<file path="src/design/two_key_sorted_priority_queue_defines.svh">
// Assertion macros for the two-key sorted priority queue.
// Used by the top level only; no dependencies.
`ifndef TWO_KEY_SORTED_PRIORITY_QUEUE_DEFINES_SVH
`define TWO_KEY_SORTED_PRIORITY_QUEUE_DEFINES_SVH

`ifndef NO_ASSERTIONS
`define TKPQ_ASSERT_NOW(label, clk, rst_n, ante, cons) \
	label: assert property (@(posedge clk) disable iff (!rst_n) (ante) |-> (cons)) \
		else $error("assertion failed");
`define TKPQ_ASSERT_NEXT(label, clk, rst_n, ante, cons) \
	label: assert property (@(posedge clk) disable iff (!rst_n) (ante) |=> (cons)) \
		else $error("assertion failed");
`else
`define TKPQ_ASSERT_NOW(label, clk, rst_n, ante, cons)
`define TKPQ_ASSERT_NEXT(label, clk, rst_n, ante, cons)
`endif

`endif

</file>
<file path="src/design/tkpq_pkg.sv">
// Shared types and constants for the two-key sorted priority queue.
// No dependencies.
package tkpq_pkg;
	localparam int unsigned FIELD_W       = 16;
	localparam int unsigned OCC_W         = 8;
	localparam int unsigned DEPTH_DEFAULT = 128;
	localparam int unsigned KEY_W_DEFAULT = 16;

	typedef enum logic {
		OP_INSERT = 1'b0,
		OP_REMOVE = 1'b1
	} op_t;

	typedef enum logic [1:0] {
		ST_INSERTED = 2'd0,
		ST_FULL     = 2'd1,
		ST_REMOVED  = 2'd2,
		ST_EMPTY    = 2'd3
	} status_t;

	typedef struct packed {
		logic ins;
		logic rem;
	} cell_cmd_t;
endpackage

</file>
<file path="src/design/tkpq_cell.sv">
// One slot of the sorted chain: holds an entry, compares it with the new key,
// and loads the new or left entry on insert, right on remove. Uses tkpq_pkg.
module tkpq_cell import tkpq_pkg::*; #(
	parameter int unsigned KEY_WIDTH = KEY_W_DEFAULT
) (
	input  logic                 clk,
	input  logic                 arst_n,
	input  cell_cmd_t            cmd,
	input  logic [KEY_WIDTH-1:0] new_prio,
	input  logic [KEY_WIDTH-1:0] new_treat,
	input  logic [FIELD_W-1:0]   new_tag,
	input  logic                 left_take,
	input  logic                 left_valid,
	input  logic [KEY_WIDTH-1:0] left_prio,
	input  logic [KEY_WIDTH-1:0] left_treat,
	input  logic [FIELD_W-1:0]   left_tag,
	input  logic                 right_valid,
	input  logic [KEY_WIDTH-1:0] right_prio,
	input  logic [KEY_WIDTH-1:0] right_treat,
	input  logic [FIELD_W-1:0]   right_tag,
	output logic                 take,
	output logic                 valid,
	output logic [KEY_WIDTH-1:0] prio,
	output logic [KEY_WIDTH-1:0] treat,
	output logic [FIELD_W-1:0]   tag
);
	logic                 valid_q;
	logic [KEY_WIDTH-1:0] prio_q;
	logic [KEY_WIDTH-1:0] treat_q;
	logic [FIELD_W-1:0]   tag_q;

	// new entry goes here or further left
	assign take = !valid_q || (new_prio < prio_q) ||
		((new_prio == prio_q) && (new_treat < treat_q));

	always_ff @(posedge clk or negedge arst_n) begin
		if (!arst_n) begin
			valid_q <= 1'b0;
		end else if (cmd.rem) begin
			valid_q <= right_valid;
		end else if (cmd.ins && take) begin
			valid_q <= left_take ? left_valid : 1'b1;
		end
	end

	always_ff @(posedge clk) begin
		if (cmd.rem) begin
			prio_q  <= right_prio;
			treat_q <= right_treat;
			tag_q   <= right_tag;
		end else if (cmd.ins && take) begin
			if (left_take) begin
				prio_q  <= left_prio;
				treat_q <= left_treat;
				tag_q   <= left_tag;
			end else begin
				prio_q  <= new_prio;
				treat_q <= new_treat;
				tag_q   <= new_tag;
			end
		end
	end

	assign valid = valid_q;
	assign prio  = prio_q;
	assign treat = treat_q;
	assign tag   = tag_q;
endmodule
</file>
<file path="config.mk">
export PLATFORM = sky130hd
export DESIGN_NAME = tkpq_cell
export DESIGN_NICKNAME = d
export VERILOG_FILES = /design/src/design/two_key_sorted_priority_queue_defines.svh /design/src/design/tkpq_pkg.sv /design/src/design/tkpq_cell.sv
export SDC_FILE = /design/constraint.sdc
export NUM_CORES = 1
export LEC_CHECK = 0
export BUFFER_PORTS_ARGS = -buffer_cell sky130_fd_sc_hd__clkbuf_2
export CAP_MARGIN = 10
export CORE_MARGIN = 3
export CORE_UTILIZATION = 40
export CTS_CLUSTER_SIZE = 8
export DETAILED_ROUTE_END_ITERATION = 10
export PLACE_DENSITY = 0.78
export SYNTH_ARGS = -nofsm -noshare
export SYNTH_HDL_FRONTEND = slang
export SYNTH_SLANG_ARGS = --single-unit
export TNS_END_PERCENT = 30
</file>
<file path="constraint.sdc">
create_clock -name clk -period 2.9 [get_ports clk]
set_input_delay 0.29 -clock clk [delete_from_list [all_inputs] [get_ports clk]]
set_output_delay 0.29 -clock clk [all_outputs]
set_load 0.01 [all_outputs]
</file>
==> results.yml, run 1 <==
placed_design:
  place_congestion: 0.781
  hpwlAfterDp_mm: 7.67
  portBuffers: 200
drt:
  vias_per_cell: 4.91
  ant_nets: 0
  drc_errors: 0
  first_pass_iters: 4
  wl_mm: 9.02
  wl_per_cell_um: 14.3
  drtIter0Drc: 78
  num_vias: 3091
grt:
  antenna_found_initial: 0
  grt_start_max_net_pins: 54
  grt_pass1_wl_mm: 13.2
  grt.total_usage: 0.185
  grt-ovfl-total: 0
  grt_pass1_vias: 2871
critical_path:
  regToRegSetupSlack_ns: 0.39
  startpoint: "treat[13]"
  crit_chain: "inv_1 -> ha_1 -> a21oi_1 -> nor2_1 -> a2111oi_0 -> nand4_1 -> o21ai_2 -> or2_2 -> clkbuf_2"
  cp_max_fo: 3
  crit_path_start_kind: "flip-flop"
  critPathRequiredTime_ns: 2.61
  reg2reg_from: "treat[13]"
  slowest_stage: "a2111oi_0"
  timing.rr.end: "tag[4]"
  criticalPathCategory: "reg2out"
  critPathMaxStageDelay_ns: 0.42
  critical_path_arrival_ns: 2.29
  worstSetupEndpoint: "take"
  rr_worst_depth: 9
  end_kind: "output pin"
synthesis:
  synth_top_area_share: 0.440
  seq_area_frac_synth: 0.447
  synth_top_cell_by_area: "edfxtp_1"
  avgSynthCellArea_um2: 9.93
  ys.warnings.count: 0
  synth_area_um2: 3280
  synth.area.top_cells: "edfxtp_1 (44%), mux2i_1 (15%), ha_1 (12%)"
  syn-instance-count: 330
  synth_nets: 512
  ys_ff_latch: 49
  synth.distinct_cells: 30
pwr:
  power_density_nw_per_um2: 426
  p_leak_nw: 2.37
  ir_drop_uv: 196
  total_power_mw: 1.91
floorplanning:
  row_count: 32
  die_x_um: 96.5
  die_h_um: 96.5
  ios: 201
  die_area_um2: 9320
  start_util: 0.418
  core-area_um2: 7850
outcome:
  outcome: "finished clean"
clocking:
  cts_num_sinks: 49
  cts_tree: "done"
  cts_made_buffers: 5
  worstSkewPairLatency_ns: 0.30
  clk_pin_slew_worst_paths_ns: 0.09
  cts_resized: 0
  cts_max_level: 2
  cts_max_path_buffers: 2
  root_buffer: "clkbuf_8"
sta:
  skew_ns: 0.00786
  finalHoldViolCount: 0
  tightest_slew_ns: 0.517
  whs_ns: 0.212
  max_slew_margin: 0.646
  rsz0062_at_grt: "false"
  period_needed_ns: 2.58
  fmax_mhz: 388
  setup_violations: 0
  slew_viol_final: 0
  min_period_over_period: 0.889
  tns_ns: 0
hold_path:
  hp-class: "in2reg"
final_layout:
  fillCellCount: 724
  num_antenna_cells: 0
  fin_nets: 709
  drive_gt1_frac: 0.413
  syn2layout_area_growth_pct: 36.7
flow_run:
  drv_cap: 0
area by class of cell:
type | count | area [um2] | share of cell area
multi-input cells | 231 | 1610 | 0.360
flip-flops and latches | 49 | 1470 | 0.327
repair buffers | 207 | 1070 | 0.238
well taps | 102 | 128 | 0.0285
inverters | 33 | 124 | 0.0276
clock buffers | 6 | 72.6 | 0.0162
clock inverters | 2 | 10.0 | 0.00223
state kept, by name (all words and copies together) (netlist names):
register  cells
prio         16
tag          16
treat        16
valid         1
cells in the mapped netlist, drive strengths merged:
cell     count
inv         33
nor4         1
o22a         1
or2          1
a21oi       14
nand2b       2
edfxtp      48
and2         1
a211o        1
dfrtp        1
o311ai       1
nor2         5
nand3b       1
clkbuf      11
ha          31
nand4        5
nand3        3
nor3         1
o21ai       53
nand2       56
a21o         2
nor2b        1
a2111oi      1
a221o        1
a311oi       1
buf          6
mux2i       48
how the worst min path moves through the flow:
stage,startpoint,end,slack (ns),cells past startpoint
after floorplan,arst_n,valid,-0.006,0
after global placement,arst_n,valid,0.08,1
after detailed placement,arst_n,valid,0.08,1
after CTS,cmd[1],valid,0.21,2
after global routing,cmd[1],valid,0.20,2
final,cmd[1],valid,0.21,2
per-layer routing:
| metal | vias up | GRT usage | routed length [um] |
|---|---|---|---|
| li1 | 1569 | - | - |
| met1 | 1381 | 0.211 | 3550 |
| met2 | 132 | 0.349 | 4580 |
| met3 | 9 | 0.0387 | 794 |
| met4 | 0 | 0.0479 | 107 |
| met5 | - | 0 | 0 |
power breakdown:
| group | internal, mW | leakage, nW | total [mW] | switching (mW) |
|---|---|---|---|---|
| sequential | 0.892 | 0.501 | 0.933 | 0.0404 |
| clock | 0.168 | 0.0450 | 0.394 | 0.226 |
| combinational | 0.267 | 1.82 | 0.585 | 0.318 |
timing repair:
action                                  CTS  global route
endpoints found under the setup margin    0             0
buffers inserted                          0             0
hold endpoints to repair                  1             0
hold buffers                              1             0
cells in the final DEF (no fill, tap or decap), types with 13 or more instances in the layout:
cell type / n
a21oi_1: 13
clkbuf_2: 199
edfxtp_1: 48
ha_1: 31
inv_1: 33
mux2i_1: 48
nand2_1: 56
o21ai_0: 52
stage by stage:
step / instance area [um2] / std cells / setup slack (ns) / utilization
finish: 4480 / 630 / 0.323 / 0.571
global placement: 4390 / 621 / 0.439 / 0.559
CTS: 4480 / 630 / 0.264 / 0.571
floorplan: 3280 / 330 / 0.222 / -
detailed placement: 4390 / 621 / 0.325 / 0.559
global route: 4480 / 630 / 0.0146 / 0.571
kinds of logic (layout without fill, tap and decap cells):
logic type                 after synthesis  after routing  share of synthesized area
and+or+nand+nor                         77             77                      0.101
AOI/OAI and AO/OA                       75             75                      0.126
buffers and inverters                   50            248                     0.0611
DFF                                     49             49                      0.447
muxes                                   48             48                      0.147
adders and majority gates               31             31                      0.118
worst max-delay path: cells and delay by family (launching register included):
kind / cells / cell delay (ns)
AND/OR/NAND/NOR: 3 / 0.36
adder cells (fa/ha/maj): 1 / 0.24
flip-flops: 1 / 0.40
buffers and inverters: 2 / 0.22
AO/OA/AOI/OAI: 3 / 0.77
Power figures use the tool's default switching activity.
==> inputs of run 2 (changes only) <==
Settings changed: ABC_AREA from default to 1.
==> run 2 against run 1 <==
Effect of this change:
- fmax is 9.9% higher
- combinational power is 4.6% lower
- non-clock buffer count stayed put
- register-to-register slack better by 0.17 ns
- synthesized area is 0.65% higher
- critical path depth is 4 higher
- cell area is 0.70% higher
- setup slack better by 0.23 ns
- clock power is 19% higher
- wire length is 8.7% higher
- clock skew is 0.0011 ns higher
- cell count is 13% higher
- critical path type is now reg2reg
- critical endpoint is now prio[7]
==> results.yml, run 2 <==
synthesis:
  synth_edf_count: 48
  synth_nets: 599
  ys.flop_type: "edfxtp_1"
  avgSynthCellArea_um2: 7.91
  syn-instance-count: 417
  synth.distinct_cells: 20
  ys_ff_latch: 49
  synth.area.top_cells: "edfxtp_1 (44%), a21oi_1 (17%), ha_1 (12%)"
  synth_top_area_share: 0.437
  synthTopCellsByCount: "a21oi_1 (109), nand2_1 (86), nor2_1 (57), edfxtp_1 (48), inv_1 (42)"
  synth_area_um2: 3300
  async_reset_ff_frac: 0.0204
  seq_area_frac_synth: 0.444
  synth_most_common_cell: "a21oi_1"
  ys.warnings.count: 0
  synth_top_cell_by_area: "edfxtp_1"
critical_path:
  cp_max_fo: 19
  reg2reg_from: "prio[15]"
  regToRegSetupSlack_ns: 0.56
  critical_path_arrival_ns: 2.35
  crit_path_start_kind: "flip-flop"
  critPathRequiredTime_ns: 2.91
  rr_worst_depth: 13
  criticalPathCategory: "reg2reg"
  end_kind: "flip-flop"
  timing.rr.end: "prio[7]"
final_layout:
  num_antenna_cells: 0
  drive_gt1_frac: 0.365
  final_cell_mix: "clkbuf_2 (200), a21oi_1 (109), nand2_1 (86)"
  fillCellCount: 741
  syn2layout_area_growth_pct: 36.8
  layout_commonest_cell: "clkbuf_2"
  final_cell_area_um2: 4510
  fin_nets: 792
  stdcell_count: 713
sta:
  setup_violations: 0
  worst_slack_ns: 0.555
  period_needed_ns: 2.34
  rsz0062_at_grt: "false"
  tns_ns: 0
  tightest_slew_ns: 0.814
  min_period_over_period: 0.808
  skew_ns: 0.00897
  slew_viol_final: 0
  max_slew_margin: 0.457
  fmax_mhz: 427
  finalHoldViolCount: 0
placed_design:
  place_area_um2: 4400
  portBuffers: 200
  place_congestion: 0.887
  placed_cells: 704
  dp_worst_setup_slack_ns: 0.526
  hpwlAfterDp_mm: 7.96
drt:
  first_pass_iters: 4
  vias_per_cell: 4.96
  wl_mm: 9.81
  ant_nets: 0
  wl_per_cell_um: 13.8
  drtIter0Drc: 106
  num_vias: 3539
  drc_errors: 0
outcome:
  outcome: "finished clean"
grt:
  antenna_found_initial: 0
  grt-ovfl-total: 0
  grt_pass1_vias: 3507
  grt_pass1_wl_mm: 15.9
  grt.total_usage: 0.204
  grt_start_max_net_pins: 50
floorplanning:
  row_count: 32
  die_area_um2: 9370
  ios: 201
  start_util: 0.420
  die_x_um: 96.8
  core-area_um2: 7850
  die_h_um: 96.8
clocking:
  worstSkewPairLatency_ns: 0.30
  cts_max_level: 2
  cts_tree: "done"
  cts_num_sinks: 49
  root_buffer: "clkbuf_8"
  cts_made_buffers: 5
  postCtsSetupRepairBufs: 0
  cts_max_path_buffers: 2
  clk_pin_slew_worst_paths_ns: 0.09
hold_path:
  hold_end: "valid"
  hp-start: "cmd[1]"
  hold-path-cell-count: 4
  hp-class: "in2reg"
pwr:
  p_leak_nw: 2.42
  power_density_nw_per_um2: 428
  ir_drop_uv: 264
flow_run:
  drv_cap: 0
==> run 2: cell count changes after synthesis, sizes merged, moves of 2 or more <==
cell | previous run | this run
nor2 | 5 | 60
clkbuf | 11 | 13
nand2 | 56 | 89
o21ai | 53 | 3
nand2b | 2 | 0
nand4 | 5 | 2
inv | 33 | 47
a21oi | 14 | 109
mux2i | 48 | 0
buf | 6 | 8
==> run 2: worst max path at each step <==
| stage | start | end | slack [ns] | cells past startpoint |
|---|---|---|---|---|
| after floorplan | prio[15] | prio[0] | 0.52 | 12 |
| after global placement | new_prio[11] | tag[4] | 0.59 | 13 |
| after detailed placement | new_prio[15] | tag[4] | 0.53 | 13 |
| after CTS | prio[15] | tag[4] | 0.54 | 13 |
| after global routing | prio[15] | tag[7] | 0.30 | 13 |
| final | prio[15] | prio[7] | 0.56 | 13 |
==> run 2: report_power, final <==
part | internal [mW] | switching (mW) | total, mW | leakage [nW]
logic | 0.241 | 0.316 | 0.558 | 1.88
registers | 0.872 | 0.0338 | 0.906 | 0.491
clock network | 0.255 | 0.214 | 0.469 | 0.0528
total | 1.37 | 0.564 | 1.93 | 2.42
==> run 2: area by class of cell <==
| cell class | instances | area, um2 | share of cell area |
|---|---|---|---|
| inverters | 47 | 176 | 0.0391 |
| clock inverters | 2 | 33.8 | 0.00749 |
| multi-input cells | 300 | 1570 | 0.347 |
| well taps | 102 | 128 | 0.0283 |
| flip-flops and latches | 49 | 1470 | 0.325 |
| clock buffers | 6 | 72.6 | 0.0161 |
| repair buffers | 207 | 1070 | 0.237 |
==> run 2: kinds of logic after synthesis <==
| kind of cell | after synthesis | synth area share |
|---|---|---|
| and+or+nand+nor | 156 | 0.185 |
| DFF | 49 | 0.444 |
| adders and majority gates | 31 | 0.118 |
| AOI/OAI and AO/OA | 113 | 0.172 |
| buffers and inverters | 68 | 0.0804 |
==> run 2: repair_timing <==
action	CTS	global route
hold buffers	1	0
gates resized for setup	0	0
endpoints found under the hold margin	1	0
==> run 2: through the flow <==
step                       util  total power [mW]  hold slack [ns]
final                     0.575              1.93            0.273
after global routing      0.575              2.05            0.281
after CTS                 0.575              1.96            0.267
after detailed placement  0.560              1.48           0.0680
after global placement    0.560              1.46           0.0671
after floorplan               -              1.21         -0.00559
==> run 2: worst max-delay path, stage by stage, from the launching register on <==
cell and delay (ns):
edfxtp_1 0.35, inv_1 0.05, ha_1 0.29, nand2_1 0.08
nor2_2 0.12, nand2_1 0.10, nor2_1 0.12, nand2_1 0.07
nor2_2 0.07, nand2_1 0.07, nand2_2 0.08, nand2_2 0.06
nand2_2 0.36, buf_4 0.25
==> run 2: routing by layer <==
metal  share of wire  global-route usage  vias up
met2            0.51               0.375      164
met4           0.017              0.0670        0
met3           0.078              0.0497       17
li1                -                   -     1776
met1            0.39               0.230     1582
met5               0                   0        -
